--- config.mk ---
export PLATFORM = sky130hd
export DESIGN_NAME = vtfc_ctrl
export DESIGN_NICKNAME = d
export VERILOG_FILES = /design/src/design/vtfc_pkg.sv /design/src/design/vtfc_ctrl.sv
export SDC_FILE = /design/constraint.sdc
export NUM_CORES = 1
export LEC_CHECK = 0
export BUFFER_PORTS_ARGS = -buffer_cell sky130_fd_sc_hd__buf_2
export CAP_MARGIN = 20
export CORE_AREA = 2 2 39 41
export CTS_BUF_LIST = sky130_fd_sc_hd__clkbuf_8
export CTS_CLUSTER_DIAMETER = 200
export CTS_CLUSTER_SIZE = 20
export DETAILED_ROUTE_END_ITERATION = 6
export DIE_AREA = 0 0 41 43
export PLACE_DENSITY = 0.38
export SYNTH_ARGS = -nofsm -noshare
export SYNTH_HDL_FRONTEND = slang
export SYNTH_SLANG_ARGS = --single-unit
--- constraint.sdc ---
create_clock -name clk -period 1.65 [get_ports clk]
set_input_delay 0.165 -clock clk [delete_from_list [all_inputs] [get_ports clk]]
set_output_delay 0.165 -clock clk [all_outputs]
set_load 0.1 [all_outputs]
--- src/design/vtfc_pkg.sv ---
// Shared types, constants and functions of the VLAN tag frame counter.
// No dependencies; used by every module of the block.
`default_nettype none

package vtfc_pkg;

  localparam int VLAN_ENTRIES = 4096;
  localparam int COUNT_BITS   = 32;
  localparam int IDX_BITS     = $clog2(VLAN_ENTRIES);
  localparam int VID_BITS     = 12;
  localparam int REPORT_BITS  = 32;

  localparam logic [15:0] HDR_BYTES      = 16'd14;
  localparam logic [15:0] TAG_TYPE_RESET = 16'h8100;

  typedef logic [COUNT_BITS-1:0]  count_t;
  typedef logic [REPORT_BITS-1:0] report_t;
  typedef logic [IDX_BITS-1:0]    idx_t;
  typedef logic [VID_BITS-1:0]    vid_t;

  typedef enum logic [1:0] {
    OUT_SHORT    = 2'd0,
    OUT_TAGGED   = 2'd1,
    OUT_UNTAGGED = 2'd2,
    OUT_READ     = 2'd3
  } outcome_t;

  localparam logic REQ_FRAME = 1'b0;
  localparam logic REQ_READ  = 1'b1;

  typedef struct packed {
    logic        req_type;
    logic [15:0] frame_length;
    logic [15:0] ether_type;
    logic [15:0] tag_control;
    vid_t        query_vlan;
  } req_t;

  typedef struct packed {
    outcome_t outcome;
    vid_t     vlan_id;
    report_t  vlan_count;
    report_t  total_frames;
    report_t  tagged_frames;
    report_t  untagged_frames;
  } rsp_t;

  // controller -> datapath
  typedef struct packed {
    logic capture;
    logic clr_we;
    logic rd;
    logic upd;
  } cmd_t;

  // datapath -> controller
  typedef struct packed {
    logic clr_last;
  } stat_t;

  function automatic count_t sat_inc(count_t v);
    return (v == '1) ? v : v + COUNT_BITS'(1);
  endfunction

  function automatic report_t report(count_t v);
    logic [63:0] w;
    w = 64'(v);
    return (w > 64'(32'hFFFF_FFFF)) ? '1 : w[REPORT_BITS-1:0];
  endfunction

  function automatic logic in_store(vid_t v);
    return 32'(v) < 32'(VLAN_ENTRIES);
  endfunction

endpackage

`default_nettype wire

--- src/design/vtfc_ctrl.sv ---
// Controller of the VLAN tag frame counter: clear pass, read, update.
// Depends on vtfc_pkg.
`default_nettype none

module vtfc_ctrl (
  input  wire logic          clk,
  input  wire logic          rst,
  input  wire logic          start,
  output logic               busy,
  input  wire vtfc_pkg::stat_t stat,
  output vtfc_pkg::cmd_t     cmd
);

  typedef enum logic [1:0] {
    S_CLR,
    S_IDLE,
    S_RD,
    S_UPD
  } state_t;

  state_t state;

  always_ff @(posedge clk) begin
    if (rst) begin
      state <= S_CLR;
      busy  <= 1'b1;
    end else begin
      unique case (state)
        S_CLR: begin
          if (stat.clr_last) begin
            state <= S_IDLE;
            busy  <= 1'b0;
          end
        end
        S_IDLE: begin
          if (start) begin
            state <= S_RD;
            busy  <= 1'b1;
          end
        end
        S_RD: begin
          state <= S_UPD;
        end
        S_UPD: begin
          state <= S_IDLE;
          busy  <= 1'b0;
        end
        default: begin
          state <= S_CLR;
          busy  <= 1'b1;
        end
      endcase
    end
  end

  always_comb begin
    cmd.capture = (state == S_IDLE) && start;
    cmd.clr_we  = (state == S_CLR);
    cmd.rd      = (state == S_RD);
    cmd.upd     = (state == S_UPD);
  end

endmodule

`default_nettype wire

Yosys cells after proc, flatten, opt, wreduce, memory -nomap -nowiden
Cells that the tools add are included.
- register bits: 3
- output and inout bits: 5
- logic and storage cells: 18
- equality and inequality tests: 5
- muxes and demuxes: 6
- reduce and logical (&&, ||, !) cells: 5
- operator list (kind ; count):
    $pmux 2 s4 ; 1
    $eq 2x2->1 const B ; 2
    $mux 2 ; 2
    $ne 2x2->1 const B ; 2
    $pmux 1 s3 ; 1
    $reduce_and 3->1 ; 1
    $reduce_bool 3->1 ; 1
    $eq 2x1->1 const B ; 1
    $logic_not 2->1 ; 1
    $mux 1 ; 2
    $reduce_and 2->1 ; 1
    $logic_and 1x1->1 ; 1

Longest topological paths before layout
Gate-level depths: netlist (run 1).
- word-level depth: 3
- gate-level depth with buffers: 5
- depth with buffers taken out: 5

Worst setup path before layout (run 1)
Ideal clock, no wire load.
- path kind: reg-to-reg
- from: register state[0]
- to: register busy
- arrival: 1.741 ns
- required time: 1.526 ns
- setup slack: -0.214 ns
- cell stages (with the launch flop): 6
- buffers on the path: 0
- period minus slack after synthesis: 1.864 ns
- cells stage by stage: dfxtp_1 -> inv_1 -> ha_1 -> nand2b_1 -> a41oi_1 -> nand2_1
- RTL lines (item ; line ; source):
    start: declaration ; vtfc_ctrl.sv:21 ; state_t state;
    start signal: assignment ; vtfc_ctrl.sv:25 ; state <= S_CLR;
    start signal: assignment ; vtfc_ctrl.sv:31 ; state <= S_IDLE;
    start signal: assignment ; vtfc_ctrl.sv:37 ; state <= S_RD;
    end signal: assignment ; vtfc_ctrl.sv:26 ; busy <= 1'b1;
    end signal: assignment ; vtfc_ctrl.sv:32 ; busy <= 1'b0;
    end signal: assignment ; vtfc_ctrl.sv:38 ; busy <= 1'b1;
    end: declaration ; vtfc_ctrl.sv:9 ; output logic busy,

==> metrics, run 1 <==
outcome=finished clean; Die Area=1760 µm²; clk root buf=clkbuf_8; Layout area overhead=57.8%; Routed Antenna Nets=0; Fillers=155; initial core utilization=~16%; Critical Path RT=~1.5 ns; CP startpoint=state[0]; post-CTS resize count=0; Slowest cell on crit path=buf_2; Fin Setup TNS=0 ns; first-pass GRT wire length=945 µm; mapped cell area=about 220 µm²; flops & latches, synth=3; Final GP Congestion=0.691; CP Depth=3; worst slew pin tran=0.488 ns; post-synthesis cell count=24; Hold Buf Count CTS=0; Die Wd=41 µm; CP arrival=1.29 ns; Avg WL per Cell=roughly 11 µm; drc violations=0; Congestion Overflow GR=0; pin count of the biggest net entering global routing=6; final setup violation count=0; vias=~210; final critical-path required period=1.46 ns; Buffers & Inverters on Critical Path=2; CP Capture Type=output port; # diodes=0; worst reg2reg endpoint=busy; Final Hold Vio Count=0; Worst Hold Class=in -> reg; RSZ-0062 raised after global routing=no; Syn Nets=33; Num Clock Sinks=3; Critical Path Max Stage Delay=between 0.4 and 0.5 ns; # IOs=9; Num CTS Buffers=3; worst setup path class=reg -> out; Final Non-Filler Cells=52; Mean Syn Cell Area=around 9 µm²; CTS tree=built; Placed Cells=48; Die Y=around 43 µm; fmax=a little under 0.7 GHz; Final Max Tran Viols=0; Clock Path Buffers=2; Placed Area=a little under 300 µm²; Worst R2R Start=state[1]; crit share post-route=between 80 and 90%; core box area=around 1400 µm²; drt total wl=around 550 µm; Total GRT Usage=9.01%; Final Cell Area=~340 µm²; CP Launch Type=register; synth unique cells=14; Slew headroom=67.7%; Buffers on Ports=8; clk slew on worst S/H paths=around 0.030 ns; share of the yosys chip area belonging to registers=27.7%; # rows=14; Syn. warnings=0; Initial DRC Count=2; final net count=46; final clock skew=~0.0031 ns; r2r worst-path depth=5; R2R Setup Slk=0.35 ns; Worst Path Max Fanout=5; worst setup path endpoint=cmd[1]; initial antenna violation count=0; clock latency on the worst-skew pair=approximately 0.22 ns; H-Tree Depth=1; Max-Cap Viols=0; layout cells sized above 1=~39%; Top delay family on crit path=buffers and inverters; vias in the first global route=around 240; Initial DRT Pass Iterations=4; critical path cell sequence=inv_1 -> ha_2 -> buf_2; postcts setup bufs=0; hpwl dp=between 300 and 400 µm; Vias/cell=between 4 and 5
## worst reg2reg max path: stages (launching register included)
cell and delay, ns:
dfxtp_1 0.37, inv_1 0.10, ha_1 0.23, nor2b_1 0.16
o31ai_1 0.23, nand2_1 0.08
## flip-flops by register name, summed over array words and instances, names as in the netlist
register / flops
busy: 1
state: 2
## layout by cell type, fill, tap and decap left out
cell type,synthesis,final
ha_1,5,3
inv_1,3,4
buf_12,0,1
ha_2,0,2
nand2b_2,1,1
a311oi_1,1,1
a41oi_1,1,1
o21ai_1,1,1
nand2b_1,1,1
a21oi_1,2,2
o31ai_1,1,1
nand2_1,1,1
clkbuf_8,0,3
nand3_1,1,1
and2_1,1,1
buf_2,0,7
nor2b_1,2,2
dfxtp_1,3,3
## routing by layer
metal  up-vias  GRT usage [%]  part of all wire, %
li1        106              -                    -
met3         4           3.14                  6.2
met1        96           7.01                   33
met2         8           13.8                   53
met5         -              0                    0
met4         0           12.0                  6.7
## synthesized netlist by cell type, drive strengths merged
master  count  area (µm²)
ha          5        62.6
dfxtp       3        60.1
inv         3        11.3
a21oi       2        10.0
nand2b      2        15.0
nor2b       2        12.5
a311oi      1        8.76
a41oi       1        8.76
and2        1        6.26
nand2       1        3.75
nand3       1        5.00
o21ai       1        5.00
o31ai       1        7.51
## stage by stage
stage	hold slack (ns)	util (%)	setup slack (ns)
2_1_floorplan	0.234	-	0.119
3_3_place_gp	0.368	21.4	0.382
3_5_place_dp	0.371	21.4	0.382
4_1_cts	0.144	24.7	0.184
5_1_grt	0.144	24.7	0.120
6_report	0.142	24.7	0.194
## cells by family after synthesis
group | count (synthesis) | share of synthesized area, %
buf+inv | 3 | 5.20
simple gates | 7 | 19.7
flops | 3 | 27.7
fa+ha+maj | 5 | 28.9
compound gates | 6 | 18.5
## area by class of cell
type                       count  area [µm²]  area share, %
multi-input combinational     18         150           44.0
clock buffer                   3        41.3           12.1
tap                           16        20.0           5.86
inverter                       3        11.3           3.30
timing repair buffer           8        55.1           16.1
clock inverter                 1        3.75           1.10
sequential                     3        60.1           17.6
## how the worst min path moves through the flow
stage,from,to,slack (ns),cells after the start
2_1_floorplan,rst,state[1],0.23,1
3_3_place_gp,rst,state[0],0.37,2
3_5_place_dp,rst,state[1],0.37,2
4_1_cts,rst,state[1],0.14,2
5_1_grt,rst,state[1],0.14,2
6_report,rst,state[1],0.14,2
Power of run 1 is not shown: default switching activity piles up to over one toggle a cycle in this logic, so the estimate is an artifact.
==> run 2, diff against run 1 <==
--- a/config.mk
+++ b/config.mk
@@ -13,7 +13,7 @@
 export CTS_CLUSTER_SIZE = 20
 export DETAILED_ROUTE_END_ITERATION = 6
 export DIE_AREA = 0 0 41 43
-export PLACE_DENSITY = 0.38
+export PLACE_DENSITY = 0.39
 export SYNTH_ARGS = -nofsm -noshare
 export SYNTH_HDL_FRONTEND = slang
 export SYNTH_SLANG_ARGS = --single-unit
==> constraint.sdc (replaced) <==
create_clock -name clk -period 1.2 [get_ports clk]
set_input_delay 0.12 -clock clk [delete_from_list [all_inputs] [get_ports clk]]
set_output_delay 0.12 -clock clk [all_outputs]
set_load 0.1 [all_outputs]
==> run 2 against run 1 <==
Effect of this change:
- core utilization increased by 11 points
- via count increased by 11%
- die area did not move
- final cell count increased by 7.7%
- register-to-register slack got worse by 0.28 ns
- global-route usage down 0.78 points
- clock-buffer cell count did not move
==> metrics, run 2 (same netlist as run 1, synthesis figures left out) <==
CP Launch Type=register; Placed Cells=49 (+2.1%); worst setup margin=0.0132 ns (-0.181 ns); CTS tree=built; most frequent cells in the layout=buf_2 (4), buf_12 (4), buf_4 (4); vias in the first global route=226 (-3.8%); Fin Setup TNS=0 ns (unchanged); drc violations=0 (unchanged); worst reg2reg endpoint=state[0]; clock latency on the worst-skew pair=0.21 ns (about the same); core box area=1380 µm² (unchanged); largest registers=state (2), busy (1); r2r worst-path depth=6 (+1); Routed Antenna Nets=0 (unchanged); CP Capture Type=output port; critical path cell sequence=inv_4 -> ha_4 -> and2_4 -> buf_12; Worst IR Drop VDD=~1.2 mV; max reg flops=2 (unchanged); Total GRT Usage=8.22% (-0.78 points); Slew headroom=68.0% (+0.37 points); Top delay family on crit path=flip-flops; final net count=50 (+8.7%); Cell Int Power=roughly 0.74 mW; Avg WL per Cell=11.2 µm (+6.0%); crit share post-route=98.9%; Gate power share=roughly 67%; Num Clock Sinks=3 (unchanged); Die Area=1760 µm² (unchanged); layout cells sized above 1=75.0% (+36 points); first-pass GRT wire length=897 µm (-5.1%); Worst Hold End=state[1]; pin count of the biggest net entering global routing=6 (unchanged); # rows=14 (unchanged); Tot Pwr=about 1.4 mW; WL met1=237 µm (+30%); Initial DRC Count=0 (-2); Slowest cell on crit path=dfxtp_2; Congestion Overflow GR=0 (unchanged); initial antenna violation count=0 (unchanged); DR WL met3=46 µm (+35%); pre-CTS worst setup slack=0.0238 ns (-0.358 ns); Die Y=43 µm (unchanged); Leak=slightly above 0.2 nW; Reg with most FFs=state; Critical Path RT=1.08 ns (-0.40 ns); switching part of the total power=47.9%; clk root buf=clkbuf_8; Buffers & Inverters on Critical Path=2 (unchanged); Reg power frac=about an eighth; hpwl dp=444 µm (+14%); worst setup path class=reg -> out; Final Non-Filler Cells=56 (+7.7%); Vias/cell=4.25 (+3.3%); R2R Setup Slk=0.07 ns (-0.28 ns); Buffers on Ports=8 (unchanged); worst slew pin tran=0.483 ns (-0.00554 ns); Worst Path Max Fanout=4 (-1); Worst Hold Class=in -> reg; fmax=between 0.8 and 0.9 GHz; Initial DRT Pass Iterations=1 (-3); CP Depth=4 (+1); RSZ-0062 raised after global routing=yes; Clock Path Buffers=2 (unchanged); final setup violation count=0 (unchanged); hold depth=2 (unchanged); clk slew on worst S/H paths=0.03 ns (about the same); initial core utilization=15.6% (unchanged); Num CTS Buffers=3 (unchanged); outcome=finished clean; vias=238 (+11%); H-Tree Depth=1 (unchanged); Max-Cap Viols=0 (unchanged); final clock skew=0.000723 ns (-0.00237 ns); drt total wl=628 µm (+14%); Worst R2R Start=state[1]; clock group share of total power=between 10% and 20%; # diodes=0 (unchanged); final critical-path required period=around 1.2 ns; Final Max Tran Viols=0 (unchanged); wire length on met2=331 µm (+13%); CP arrival=1.07 ns (-0.22 ns); Final GP Congestion=0.663 (-4.1%); Top Layer Used=met4; Critical Path Max Stage Delay=0.32 ns (-0.11 ns); switching pwr=roughly 0.68 mW; Worst Hold Launch=rst; Layout area overhead=129%; # IOs=9 (unchanged); Die Wd=41 µm (unchanged); Final Hold Vio Count=0 (unchanged); PD cells=approximately 2900 nW/µm²
-- run 2: cell count changes in the layout (fill, tap and decap cells not counted), moves of 2 or more --
cell,delta
buf_12,+3
buf_2,-3
buf_4,+4
dfxtp_1,-2
ha_1,-2
ha_4,+3
inv_1,-2
-- run 2: power by group through the flow --
stage	clock [mW]	combinational, mW	sequential [mW]
CTS	0.290	0.877	0.184
global route	0.304	1.01	0.189
finish	0.283	0.957	0.183
detailed placement	0	0.855	0.172
global placement	0	0.855	0.169
floorplan	0	0.553	0.250
-- run 2: cell type report --
| class | instances | area [µm²] |
|---|---|---|
| clock inverters | 1 | 3.75 |
| flip-flops and latches | 3 | 65.1 |
| fillers | 152 | 888 |
| clock buffers | 3 | 41.3 |
| repair buffers | 12 | 130 |
| multi-input cells | 18 | 221 |
| inverters | 3 | 13.8 |
| well taps | 16 | 20.0 |
-- run 2: timing repair --
item,in CTS,in global routing
setup buffers,0,3
endpoints found under the setup margin,2,4
hold buffers,0,0
pin swaps,1,1
resized for setup,4,3
-- run 2: per-layer routing --
layer | up-vias | track usage (%)
met5 | - | 0
met4 | 0 | 4.00
met2 | 10 | 11.9
li1 | 116 | -
met3 | 2 | 6.28
met1 | 110 | 8.33
-- run 2: stage by stage --
| step | hold WS, ns | util, % | instance area [µm²] |
|---|---|---|---|
| floorplan | 0.182 | - | 264 |
| global placement | 0.315 | 28.3 | 392 |
| detailed placement | 0.307 | 28.3 | 392 |
| CTS | 0.0872 | 32.8 | 454 |
| global route | 0.129 | 35.8 | 495 |
| finish | 0.116 | 35.8 | 495 |
-- run 2: how the worst max path moves through the flow --
| stage | to | start |
|---|---|---|
| after CTS | cmd[3] | state[0] |
| after floorplan | busy | busy |
| after detailed placement | busy | state[1] |
| after global placement | busy | state[1] |
| final | cmd[3] | state[1] |
| after global routing | cmd[3] | state[1] |
-- run 2: worst register-to-register path: stages (launching register included) --
cell and delay (ns):
dfxtp_2 0.34, inv_4 0.05, ha_4 0.16, buf_4 0.13, nand2b_2 0.08, a21oi_1 0.07, a311oi_2 0.20
No activity file was read; power rests on OpenSTA's default activity.
==> run 3, diff against run 2 <==
--- a/config.mk
+++ b/config.mk
@@ -5,7 +5,6 @@
 export SDC_FILE = /design/constraint.sdc
 export NUM_CORES = 1
 export LEC_CHECK = 0
-export BUFFER_PORTS_ARGS = -buffer_cell sky130_fd_sc_hd__buf_2
 export CAP_MARGIN = 20
 export CORE_AREA = 2 2 39 41
 export CTS_BUF_LIST = sky130_fd_sc_hd__clkbuf_8
@@ -13,7 +12,9 @@
 export CTS_CLUSTER_SIZE = 20
 export DETAILED_ROUTE_END_ITERATION = 6
 export DIE_AREA = 0 0 41 43
-export PLACE_DENSITY = 0.39
+export DONT_BUFFER_PORTS = 1
+export PLACE_DENSITY = 0.33
+export REMOVE_ABC_BUFFERS = 1
 export SYNTH_ARGS = -nofsm -noshare
 export SYNTH_HDL_FRONTEND = slang
 export SYNTH_SLANG_ARGS = --single-unit
==> run 3 against run 2 <==
Effect of this change:
- clock power barely moved
- sequential power fell by 7%
- core utilization fell by 4.0 points
- die area did not move
- setup slack got worse by 0.0026 ns
- global-route usage fell by 0.61 points
- combinational power fell by 14%
- highest routed layer is now met3
==> metrics, run 3 (same netlist as run 1, synthesis figures left out) <==
outcome=finished clean; Buffers on Ports=0 (-8); Worst IR Drop VDD=0.721 mV (-38%); Final Hold Vio Count=0 (unchanged); Die Area=1760 µm² (unchanged); PD cells=2900 nW/µm² (+1.2%); largest registers=state (2), busy (1); Final Non-Filler Cells=53 (-5.4%); Clock Path Buffers=2 (unchanged); Final Max Tran Viols=0 (unchanged); # diodes=0 (unchanged); Max-Cap Viols=0 (unchanged); Layout area overhead=103%; pin count of the biggest net entering global routing=5 (-1); final clock skew=0.00432 ns (+0.00359 ns); Placed Area=314 µm² (-20%); CP Launch Type=register; Fillers=152 (unchanged); most common cell after layout, fill and taps aside=buf_4; Initial DRC Count=3 (+3); Num CTS Buffers=3 (unchanged); worst slew pin tran=0.277 ns (-0.206 ns); Leak=0.180 nW (-13%); clk root buf=clkbuf_8; H-Tree Depth=1 (unchanged); Routed Antenna Nets=0 (unchanged); final setup violation count=0 (unchanged); layout cells sized above 1=64.9% (-10 points); Initial DRT Pass Iterations=4 (+3); Worst Path Max Fanout=4 (unchanged); core box area=1380 µm² (unchanged); Final GP Congestion=0.684 (+3.3%); Reg with most FFs=state; clock latency on the worst-skew pair=0.22 ns (about the same); CTS tree=built; worst setup path class=reg -> out; CP arrival=1.07 ns (about the same); final net count=47 (-6.0%); drt total wl=579 µm (-7.8%); Num Clock Sinks=3 (unchanged); Total GRT Usage=7.62% (-0.61 points); Die Wd=41 µm (unchanged); Fin Setup TNS=0 ns (unchanged); area of the multi-input gates=188 µm² (-15%); # rows=14 (unchanged); first-pass GRT wire length=848 µm (-5.5%); final critical-path required period=1.19 ns (+0.00257 ns); register area=65.1 µm² (unchanged); Critical Path RT=1.08 ns (about the same); initial core utilization=15.6% (unchanged); Die Y=43 µm (unchanged); # IOs=9 (unchanged); Worst Hold Class=in -> reg; initial antenna violation count=0 (unchanged); CP Capture Type=output port; fmax=0.841 GHz (-0.22%); Slew headroom=81.7% (+14 points); max reg flops=2 (unchanged); Vias/cell=4.04 (-5.0%); RSZ-0062 raised after global routing=yes; Avg WL per Cell=10.9 µm (-2.6%); crit share post-route=99.1% (+0.21 points); drc violations=0 (unchanged); vias in the first global route=214 (-5.3%); Placed Cells=47 (-4.1%); Final Cell Area=440 µm² (-11%); clk slew on worst S/H paths=0.03 ns (about the same); vias=214 (-10%); most frequent cells in the layout=buf_4 (4), ha_2 (3), clkbuf_8 (3), buf_12 (3); Congestion Overflow GR=0 (unchanged)
## run 3: cell types whose count changed in the layout (fill, tap and decap cells not counted)
cell           change
ha_4               -2
inv_4              -1
buf_2              -4
nand2b_1           +1
dlygate4sd3_1      +1
buf_12             -1
nand2b_4           -1
a311oi_2           -1
buf_6              +1
ha_2               +2
inv_2              +1
a311oi_1           +1
## run 3: final timing paths
| path | end | startpoint | slack, ns | cells after the start |
|---|---|---|---|---|
| max reg2reg | state[0] | state[0] | 0.04 | 5 |
| min | busy | rst | 0.0007 | 2 |
| max | cmd[3] | state[1] | 0.01 | 4 |
| min reg2reg | busy | busy | 0.47 | 2 |
## run 3: per-stage QoR
stage                     setup slack [ns]  hold slack [ns]  power [mW]  utilization [%]
after global routing               -0.0307           0.0152        1.35             31.8
after floorplan                     -0.664            0.189       0.683                -
after CTS                         -0.00465           0.0276        1.23             29.7
after detailed placement           -0.0594            0.200       0.844             22.7
after global placement             -0.0334            0.200       0.846             22.7
final                               0.0106         0.000710        1.28             31.8
## run 3: final cells by class
cell class / count / area share [%]
Timing Repair Buffer: 9 / 25.3
Tap cell: 16 / 4.55
Clock inverter: 1 / 0.852
Sequential cell: 3 / 14.8
Inverter: 3 / 2.56
Multi-Input combinational cell: 18 / 42.6
Clock buffer: 3 / 9.38
## run 3: repair_timing
action | in CTS | in global routing
resized for setup | 13 | 6
hold buffers | 1 | 0
pin swaps | 1 | 2
setup buffers | 0 | 1
setup endpoints to repair | 6 | 7
endpoints found under the hold margin | 2 | 0
## run 3: worst max-delay path, cell delays in order, from the launching register on
cell,delay (ns)
dfxtp_2,0.31
inv_2,0.08
ha_4,0.15
and2_4,0.15
buf_12,0.16
## run 3: routing by layer
metal,global-route usage (%),up-vias,wire [µm]
li1,-,107,-
met1,7.35,99,244
met2,11.6,8,286
met3,6.81,0,48
met4,2.00,0,0
met5,0,-,0
## run 3: report_power, final
part           leakage [nW]  switching [mW]  internal [mW]
combinational         0.127           0.529          0.296
sequential           0.0259          0.0293          0.142
clock                0.0269          0.0654          0.218
